## config.mk

```make
export PLATFORM = sky130hd
export DESIGN_NAME = proxy_v1_header_parser_unit
export DESIGN_NICKNAME = d
export VERILOG_FILES = /design/src/hw/rtl/pxhp_pkg.sv /design/src/hw/rtl/proxy_v1_header_parser_unit.sv
export SDC_FILE = /design/constraint.sdc
export NUM_CORES = 1
export LEC_CHECK = 0
export ABC_AREA = 0
export BUFFER_PORTS_ARGS = -buffer_cell sky130_fd_sc_hd__buf_2
export CORE_ASPECT_RATIO = 2
export CORE_UTILIZATION = 37
export CTS_BUF_LIST = sky130_fd_sc_hd__clkbuf_2
export DETAILED_ROUTE_END_ITERATION = 8
export HOLD_SLACK_MARGIN = 0.05
export PLACE_DENSITY = 0.57
export SLEW_MARGIN = 0
export SYNTH_ARGS = -nofsm -noshare
export SYNTH_HDL_FRONTEND = slang
export SYNTH_SLANG_ARGS = --single-unit
```

## constraint.sdc

```tcl
create_clock -name clk -period 5.6 [get_ports clk]
set_clock_uncertainty 0.1 [all_clocks]
set_input_delay 0.28 -clock clk [delete_from_list [all_inputs] [get_ports clk]]
set_output_delay 0.28 -clock clk [all_outputs]
set_load 0.01 [all_outputs]
```

## src/hw/rtl/pxhp_pkg.sv

```systemverilog
`timescale 1ns / 1ps
// ----------------------------------------------------------------------------
// pxhp_pkg
// Types, codes and character constants for the PROXY v1 header parser.
// ----------------------------------------------------------------------------
package pxhp_pkg;

	localparam int HOST_LEN_LIMIT_DEF = 63;
	localparam int CFG_IDX_W          = 2;
	localparam int CFG_DATA_W         = 8;

	localparam logic [CFG_IDX_W-1:0] CFG_MAX_HEADER_LEN = 2'd0;
	localparam logic [CFG_IDX_W-1:0] CFG_MAX_HOST_LEN   = 2'd1;

	localparam logic [7:0] MAX_HEADER_LEN_RST = 8'd107;
	localparam logic [5:0] MAX_HOST_LEN_RST   = 6'd46;

	localparam logic [7:0] CH_P     = 8'h50;
	localparam logic [7:0] CH_R     = 8'h52;
	localparam logic [7:0] CH_T     = 8'h54;
	localparam logic [7:0] CH_C     = 8'h43;
	localparam logic [7:0] CH_4     = 8'h34;
	localparam logic [7:0] CH_6     = 8'h36;
	localparam logic [7:0] CH_0     = 8'h30;
	localparam logic [7:0] CH_9     = 8'h39;
	localparam logic [7:0] CH_CR    = 8'h0D;
	localparam logic [7:0] CH_LF    = 8'h0A;
	localparam logic [7:0] CH_SP    = 8'h20;
	localparam logic [7:0] LINE_SAT = 8'd255;

	localparam logic [16:0] PORT_MAX = 17'd65535;
	localparam logic [16:0] PORT_SAT = 17'd65536;

	typedef enum logic [2:0] {
		PH_DET0,
		PH_DET1,
		PH_PARSE,
		PH_ACC,
		PH_NOHDR,
		PH_ERR
	} phase_t;

	typedef enum logic [2:0] {
		ST_PENDING  = 3'd0,
		ST_ACCEPTED = 3'd1,
		ST_NOHDR    = 3'd2,
		ST_ERROR    = 3'd3,
		ST_DATA     = 3'd4
	} status_t;

	typedef enum logic [1:0] {
		FAM_UNKNOWN = 2'd0,
		FAM_TCP4    = 2'd1,
		FAM_TCP6    = 2'd2
	} family_t;

	typedef enum logic [2:0] {
		TK_LEAD   = 3'd0,
		TK_FAMILY = 3'd1,
		TK_SRC    = 3'd2,
		TK_DST    = 3'd3,
		TK_SPORT  = 3'd4,
		TK_TAIL   = 3'd5
	} token_t;

	typedef enum logic [1:0] {
		PR_PEND,
		PR_ACC,
		PR_HOST,
		PR_ERR
	} parse_res_t;

	// one processed word: one result, or the no-header pair
	typedef struct packed {
		logic [2:0]  status;
		logic        data_valid;
		logic [7:0]  data_byte;
		logic        host_valid;
		logic [7:0]  host_byte;
		logic [1:0]  family;
		logic [15:0] source_port;
		logic        pair;
		logic [7:0]  data_byte2;
	} res_t;

	function automatic logic [7:0] lead_char(input logic [5:0] pos);
		logic [7:0] c;
		case (pos)
			6'd0:    c = 8'h50;
			6'd1:    c = 8'h52;
			6'd2:    c = 8'h4F;
			6'd3:    c = 8'h58;
			6'd4:    c = 8'h59;
			6'd5:    c = 8'h20;
			default: c = 8'h00;
		endcase
		return c;
	endfunction

	function automatic logic [7:0] fam_char(input logic [5:0] pos);
		logic [7:0] c;
		case (pos)
			6'd0:    c = CH_T;
			6'd1:    c = CH_C;
			6'd2:    c = CH_P;
			default: c = 8'h00;
		endcase
		return c;
	endfunction

endpackage

```

## src/hw/rtl/proxy_v1_header_parser_unit.sv

```systemverilog
`timescale 1ns / 1ps
// Accepted words are registered in the input stage, results in the result queue.
// Throughput: one word per cycle while the result queue has room; the second word
// of a stream without header yields two results, which the port shows in turn.
// The rate is set by the single parse stage and the two-entry result queue.
// Reset (arst_n low, asynchronous): parser waits for the first word, registers
// return to 107 and 46, result queue empties.
// ----------------------------------------------------------------------------
// proxy_v1_header_parser_unit
// Detects and parses a PROXY v1 header line, streams the source host, reports
// family and source port, and passes the remaining bytes through.
// ----------------------------------------------------------------------------
module proxy_v1_header_parser_unit
	import pxhp_pkg::*;
#(
	parameter int HOST_LEN_LIMIT = HOST_LEN_LIMIT_DEF
) (
	input  logic                  clk,
	input  logic                  arst_n,
	input  logic                  in_valid,
	output logic                  in_stall,
	input  logic [7:0]            in_byte,
	output logic                  out_valid,
	input  logic                  out_stall,
	output logic [2:0]            status,
	output logic                  data_valid,
	output logic [7:0]            data_byte,
	output logic                  host_valid,
	output logic [7:0]            host_byte,
	output logic [1:0]            family,
	output logic [15:0]           source_port,
	output logic                  last,
	input  logic                  cfg_we,
	input  logic [CFG_IDX_W-1:0]  cfg_index,
	input  logic [CFG_DATA_W-1:0] cfg_wdata
);

	localparam logic [7:0] HOST_LIM_P = 8'(HOST_LEN_LIMIT);

	logic [7:0]  max_header_len_q;
	logic [5:0]  max_host_len_q;

	logic        valid_s1;
	logic [7:0]  byte_s1;

	phase_t      phase_q, phase_n;
	logic [7:0]  held_byte_q, held_byte_n;
	logic [7:0]  line_count_q, line_count_n;
	logic [2:0]  token_index_q, token_index_n;
	logic [5:0]  token_pos_q, token_pos_n;
	logic [1:0]  family_q, family_n;
	logic [16:0] port_q, port_n;
	logic        cr_seen_q, cr_seen_n;

	parse_res_t  pres;
	res_t        res;

	res_t        q_q [2];
	logic        wr_q, rd_q, sub_q;
	logic [1:0]  count_q;

	logic        q_full, advance, pop, take;
	logic [7:0]  line_inc;
	logic [7:0]  host_lim;
	logic [20:0] port_mul;
	res_t        head;

	assign q_full   = (count_q == 2'd2);
	assign advance  = valid_s1 && !q_full;
	assign in_stall = valid_s1 && q_full;

	assign line_inc = (line_count_q < LINE_SAT) ? line_count_q + 8'd1 : line_count_q;
	assign host_lim = ({2'b00, max_host_len_q} > HOST_LIM_P) ? HOST_LIM_P
		: {2'b00, max_host_len_q};
	assign port_mul = {1'b0, port_q, 3'b000} + {3'b000, port_q, 1'b0}
		+ {13'd0, byte_s1 - CH_0};

	// next state
	always_comb begin
		phase_n       = phase_q;
		held_byte_n   = held_byte_q;
		line_count_n  = line_count_q;
		token_index_n = token_index_q;
		token_pos_n   = token_pos_q;
		family_n      = family_q;
		port_n        = port_q;
		cr_seen_n     = cr_seen_q;
		pres          = PR_PEND;
		case (phase_q)
			PH_DET0: begin
				held_byte_n  = byte_s1;
				line_count_n = 8'd1;
				phase_n      = PH_DET1;
			end
			PH_DET1: begin
				if (held_byte_q == CH_P && byte_s1 == CH_R) begin
					line_count_n  = 8'd2;
					token_index_n = TK_LEAD;
					token_pos_n   = 6'd2;
					phase_n       = PH_PARSE;
				end else begin
					phase_n = PH_NOHDR;
				end
			end
			PH_PARSE: begin
				line_count_n = line_inc;
				if (line_inc >= max_header_len_q) begin
					pres = PR_ERR;
				end else begin
					case (token_index_q)
						TK_LEAD: begin
							if (token_pos_q > 6'd5 || byte_s1 != lead_char(token_pos_q)) begin
								pres = PR_ERR;
							end else if (token_pos_q == 6'd5) begin
								token_index_n = TK_FAMILY;
								token_pos_n   = 6'd0;
							end else begin
								token_pos_n = token_pos_q + 6'd1;
							end
						end
						TK_FAMILY: begin
							if (token_pos_q < 6'd3) begin
								if (byte_s1 != fam_char(token_pos_q)) pres = PR_ERR;
								else token_pos_n = token_pos_q + 6'd1;
							end else if (token_pos_q == 6'd3) begin
								if (byte_s1 == CH_4) family_n = FAM_TCP4;
								else if (byte_s1 == CH_6) family_n = FAM_TCP6;
								else pres = PR_ERR;
								token_pos_n = 6'd4;
							end else if (byte_s1 != CH_SP) begin
								pres = PR_ERR;
							end else begin
								token_index_n = TK_SRC;
								token_pos_n   = 6'd0;
							end
						end
						TK_SRC: begin
							if (byte_s1 == CH_SP) begin
								if (token_pos_q == 6'd0) begin
									pres = PR_ERR;
								end else begin
									token_index_n = TK_DST;
									token_pos_n   = 6'd0;
								end
							end else if (byte_s1 == CH_CR || byte_s1 == CH_LF) begin
								pres = PR_ERR;
							end else if ({2'b00, token_pos_q} >= host_lim) begin
								pres = PR_ERR;
							end else begin
								token_pos_n = token_pos_q + 6'd1;
								pres        = PR_HOST;
							end
						end
						TK_DST: begin
							if (byte_s1 == CH_SP) begin
								if (token_pos_q == 6'd0) begin
									pres = PR_ERR;
								end else begin
									token_index_n = TK_SPORT;
									token_pos_n   = 6'd0;
								end
							end else if (byte_s1 == CH_CR || byte_s1 == CH_LF) begin
								pres = PR_ERR;
							end else begin
								token_pos_n = 6'd1;
							end
						end
						TK_SPORT: begin
							if (byte_s1 == CH_SP) begin
								if (token_pos_q == 6'd0 || port_q == 17'd0 || port_q > PORT_MAX) begin
									pres = PR_ERR;
								end else begin
									token_index_n = TK_TAIL;
									token_pos_n   = 6'd0;
								end
							end else if (byte_s1 < CH_0 || byte_s1 > CH_9) begin
								pres = PR_ERR;
							end else begin
								port_n      = (port_mul > 21'(PORT_MAX)) ? PORT_SAT : port_mul[16:0];
								token_pos_n = 6'd1;
							end
						end
						TK_TAIL: begin
							if (cr_seen_q) begin
								if (byte_s1 != CH_LF) pres = PR_ERR;
								else pres = PR_ACC;
							end else if (byte_s1 == CH_CR) begin
								if (token_pos_q == 6'd0) pres = PR_ERR;
								else cr_seen_n = 1'b1;
							end else if (byte_s1 == CH_SP || byte_s1 == CH_LF) begin
								pres = PR_ERR;
							end else begin
								token_pos_n = 6'd1;
							end
						end
						default: pres = PR_ERR;
					endcase
				end
				if (pres == PR_ERR) phase_n = PH_ERR;
				else if (pres == PR_ACC) phase_n = PH_ACC;
			end
			PH_ACC:   phase_n = PH_ACC;
			PH_NOHDR: phase_n = PH_NOHDR;
			default:  phase_n = PH_ERR;
		endcase
	end

	// result word
	always_comb begin
		res             = '0;
		res.status      = ST_PENDING;
		res.family      = family_n;
		res.source_port = (phase_n == PH_ACC) ? port_n[15:0] : 16'd0;
		case (phase_q)
			PH_DET0: res.status = ST_PENDING;
			PH_DET1: begin
				if (phase_n == PH_NOHDR) begin
					res.status     = ST_NOHDR;
					res.data_valid = 1'b1;
					res.data_byte  = held_byte_q;
					res.pair       = 1'b1;
					res.data_byte2 = byte_s1;
				end
			end
			PH_PARSE: begin
				case (pres)
					PR_ERR:  res.status = ST_ERROR;
					PR_ACC:  res.status = ST_ACCEPTED;
					PR_HOST: begin
						res.host_valid = 1'b1;
						res.host_byte  = byte_s1;
					end
					default: res.status = ST_PENDING;
				endcase
			end
			PH_ACC: begin
				res.status     = ST_DATA;
				res.data_valid = 1'b1;
				res.data_byte  = byte_s1;
			end
			PH_NOHDR: begin
				res.status     = ST_NOHDR;
				res.data_valid = 1'b1;
				res.data_byte  = byte_s1;
			end
			default: res.status = ST_ERROR;
		endcase
	end

	assign head        = q_q[rd_q];
	assign out_valid   = (count_q != 2'd0);
	assign last        = !head.pair || sub_q;
	assign status      = head.status;
	assign data_valid  = head.data_valid;
	assign data_byte   = sub_q ? head.data_byte2 : head.data_byte;
	assign host_valid  = head.host_valid;
	assign host_byte   = head.host_byte;
	assign family      = head.family;
	assign source_port = head.source_port;
	assign take        = out_valid && !out_stall;
	assign pop         = take && last;

	always_ff @(posedge clk or negedge arst_n) begin
		if (!arst_n) begin
			max_header_len_q <= MAX_HEADER_LEN_RST;
			max_host_len_q   <= MAX_HOST_LEN_RST;
		end else if (cfg_we) begin
			if (cfg_index == CFG_MAX_HEADER_LEN) max_header_len_q <= cfg_wdata;
			else if (cfg_index == CFG_MAX_HOST_LEN) max_host_len_q <= cfg_wdata[5:0];
		end
	end

	always_ff @(posedge clk or negedge arst_n) begin
		if (!arst_n) begin
			valid_s1 <= 1'b0;
		end else if (in_valid && !in_stall) begin
			valid_s1 <= 1'b1;
		end else if (advance) begin
			valid_s1 <= 1'b0;
		end
	end

	always_ff @(posedge clk) begin
		if (in_valid && !in_stall) byte_s1 <= in_byte;
	end

	always_ff @(posedge clk or negedge arst_n) begin
		if (!arst_n) begin
			phase_q       <= PH_DET0;
			held_byte_q   <= 8'd0;
			line_count_q  <= 8'd0;
			token_index_q <= 3'd0;
			token_pos_q   <= 6'd0;
			family_q      <= FAM_UNKNOWN;
			port_q        <= 17'd0;
			cr_seen_q     <= 1'b0;
		end else if (advance) begin
			phase_q       <= phase_n;
			held_byte_q   <= held_byte_n;
			line_count_q  <= line_count_n;
			token_index_q <= token_index_n;
			token_pos_q   <= token_pos_n;
			family_q      <= family_n;
			port_q        <= port_n;
			cr_seen_q     <= cr_seen_n;
		end
	end

	always_ff @(posedge clk) begin
		if (advance) q_q[wr_q] <= res;
	end

	always_ff @(posedge clk or negedge arst_n) begin
		if (!arst_n) begin
			wr_q    <= 1'b0;
			rd_q    <= 1'b0;
			sub_q   <= 1'b0;
			count_q <= 2'd0;
		end else begin
			if (advance) wr_q <= !wr_q;
			if (pop) rd_q <= !rd_q;
			if (take) sub_q <= !last;
			case ({advance, pop})
				2'b10:   count_q <= count_q + 2'd1;
				2'b01:   count_q <= count_q - 2'd1;
				default: count_q <= count_q;
			endcase
		end
	end

endmodule

```

==> results.md <==
- Final-layout fill cell count: between 2000 and 3000
- Core Rows: 85
- Internal power: ~2600 uW
- CTS tree: built
- Largest net degree at the start of global routing: slightly below 70
- Clk sinks: approximately 170
- Clk pwr share: 0.153
- Area taken by multi-input logic gates: just under 0.005 mm2
- Reg2reg setup slack: 0.91 ns
- Hold_ws: ~0.13 ns
- I/O pin cnt: between 60 and 70
- Vias in the first global route: roughly 7600
- Area share of the largest cell type after synthesis: 0.308
- Top post-synthesis cells by area: edfxtp_1 (31%), dfrtp_1 (15%), ha_1 (6.7%)
- Max cap viols: 0
- Fraction of layout cells with a size suffix above 1: 0.198
- Die ar.: around 0.028 mm2
- Leak pwr: around 0.0046 uW
- Initial antenna violation count: 2
- Post-synth EDFFs: ~100
- Top sig layer: met4
- Drt via density: about 5.4
- RePlAce Congestion: 0.919
- Most frequent cells in the layout: nand2_1 (105), edfxtp_1 (104), buf_2 (64)
- Wire per inst: about 19 um
- Die Ht: roughly 240 um
- Final net count: 1118
- Mapped Cells: 933
- Shortest period the worst path allows: approximately 4.7 ns
- Sw frac: 0.364
- Reg-to-Reg End: port_q[15]
- Worst-Skew Late Latency: roughly 0.83 ns
- Commonest non-fill, non-tap cell in the layout: nand2_1
- Unrepaired setup endpoints after global routing: no
- Hold Path End: max_host_len_q[1]
- Net Switching: between 1000 and 1500 uW
- Die Width: ~120 um
- Critical Path AT: 5.32 ns
- Starting density of the core: 0.377
- Depth of the CTS H-tree: 4
- Final Max Slew Viols: 0
- Setup TNS: 0 ns
- Overall Global Routing Usage: 0.192
- Router iterations before antenna repair: 5
- Yosys reg bits: 172
- CP endpoint kind: register
- Placed instance count: 1307
- Slew HR: 0.336
- Final ANT Viol Nets: 0
- CTS buffer count: 17
- Crit path launch type: register
- Total power: around 4000 uW
- Worst hold stages: 3
- Global-route wire length before repair: 41400 um
- Post-Syn Area: 0.0101 mm2
- Longest Clk Path Bufs: 2
- Worst EP required: slightly above 6 ns
- Post_cts resized: 0
- FMAX: 213 MHz
- Initial DRC count: ~430
- Synth unique cells: 88
- Clock root buffer master: clkbuf_2
- Area Growth Syn to Fin: 13.2%
- Pre-CTS setup slack: 0.938 ns
- Met1 Routed Length: roughly 9800 um
- Remaining DRCs: 0
- Worst VDD drop: around 0.18 mV
- DRT Wirelength: around 26000 um
- Worst-path clk slew: around 0.28 ns
- Worst-margin pin slew: approximately 0.99 ns
- R2R Path Start: byte_s1[5]
- Final worst slack: around 0.91 ns
- Cell Pwr Density: around 350 mW/mm2
- Met2 WL: approximately 14000 um
- Max FO, Critical Path: 23
- PortBufs: 64
- Syn_area_per_cell: between 10 and 15 um2
- Hold Fails Final Rpt: 0
- WL met3: approximately 770 um
- Storage cell area: slightly below 0.005 mm2
- Worst hold start: cfg_wdata[1]
- Vias: 7609
- Reg power frac: 0.472
- Dominant cell type by area after synthesis: edfxtp_1
- DP Wirelength: between 15000 and 20000 um
- Net Count, Synth: 1016
- Worst R2R Path Depth: 13
- Register area share after synthesis: 0.476
- Final Cycle Share: 0.838
- Grt total ovfl: 0
- Comb pwr share: 0.375
- Ys Warns: 0
- Hold Path Class: input pin to register
- WS Path Type: register to register
- Core area: 0.0269 mm2
- Final Setup Violations: 0
- Top_reg_cell synth: edfxtp_1
- Status: finished clean
- Final std cells w/o fill: 1398
- Async SR Flop Fraction: 0.395
==> stage by stage <==
step	instance area (um2)	utilization
2_1_floorplan	10100	-
3_3_place_gp	10700	0.398
3_5_place_dp	10700	0.398
4_1_cts	11500	0.427
5_1_grt	11500	0.427
6_report	11500	0.427
==> power groups by stage <==
stage	Clock, uW	Combinational (uW)	Sequential [uW]
finish	624	1520	1920
global route	699	1680	1960
CTS	646	1550	1920
detailed placement	0	1510	1950
global placement	0	1500	1940
floorplan	0	1070	1890
==> layer usage <==
metal  global-route usage  vias to the layer above
li1                     -                     3652
met1                0.201                     3726
met2                0.360                      176
met3               0.0322                       55
met4               0.0955                        0
met5                    0                        -
==> worst max-delay path, cell delays in order (launching register included) <==
cell      delay (ns)
edfxtp_1        0.62
a21oi_1         0.24
xor2_1          0.29
fa_1            0.48
ha_1            0.24
a211oi_1        0.35
o21bai_1        0.19
a221oi_1        0.42
nand2b_1        0.22
o32a_1          0.18
mux2i_1         0.19
buf_4           0.29
nand4_1         0.48
o21ai_0         0.30
==> how the worst max path moves through the flow <==
stage / depth (start not counted) / startpoint / slack, ns / to
floorplan: 17 / line_count_q[0] / 1.66 / port_q[10]
global placement: 14 / line_count_q[0] / 0.96 / port_q[15]
detailed placement: 13 / line_count_q[0] / 0.94 / q_q[0][11]
CTS: 14 / line_count_q[0] / 0.85 / port_q[10]
global route: 13 / line_count_q[0] / 0.52 / q_q[1][24]
finish: 13 / byte_s1[5] / 0.91 / port_q[15]
==> cell usage after synthesis, types with 9 or more instances <==
cell type  number
a21o_1         10
a21oi_1        43
a21oi_2        10
and2_1         20
clkbuf_1       34
clkbuf_8       10
dfrtp_1        59
dfstp_2         9
edfxtp_1      104
ha_1           54
inv_1          34
mux2_2         46
mux2i_1        12
nand2_1       105
nand2b_1       12
nand3_1        23
nand4_1        17
nor2_1         50
nor3_1         21
nor4_1         11
o21ai_0        54
o21ai_1        11
xnor2_1        17
xor2_1          9
==> flip-flops by register name, summed over array words and instances (netlist names) <==
register,count
q_q,96
port_q,17
byte_s1,8
held_byte_q,8
line_count_q,8
max_header_len_q,8
max_host_len_q,6
token_pos_q,6
phase_q,3
token_index_q,3
count_q,2
family_q,2
cr_seen_q,1
rd_q,1
sub_q,1
valid_s1,1
wr_q,1
==> logic make-up (layout without fill, tap and decap cells) <==
kind of cell,count (synthesis),after routing,synth area share
multiplexers,66,66,0.0806
other,0,2,0
flip-flops,172,172,0.476
buffers and inverters,89,204,0.0470
AND/OR/NAND/NOR,320,320,0.163
AO/OA/AOI/OAI,200,200,0.132
adder cells (fa/ha/maj),60,60,0.0784
XOR/XNOR,26,26,0.0224
==> cell type report <==
type,instances,area share
multi-input combinational,672,0.422
sequential,172,0.421
timing repair buffer,138,0.0887
tap,348,0.0379
inverter,34,0.0111
clock inverter,13,0.0101
clock buffer,19,0.00828
antenna,2,0.000436
==> timing repair <==
action                                  in CTS  in global routing
hold buffers                                57                  0
endpoints found under the setup margin       0                  0
setup buffers                                0                  0
hold endpoints to repair                   103                  0
No activity file was read; power rests on OpenSTA's default activity.
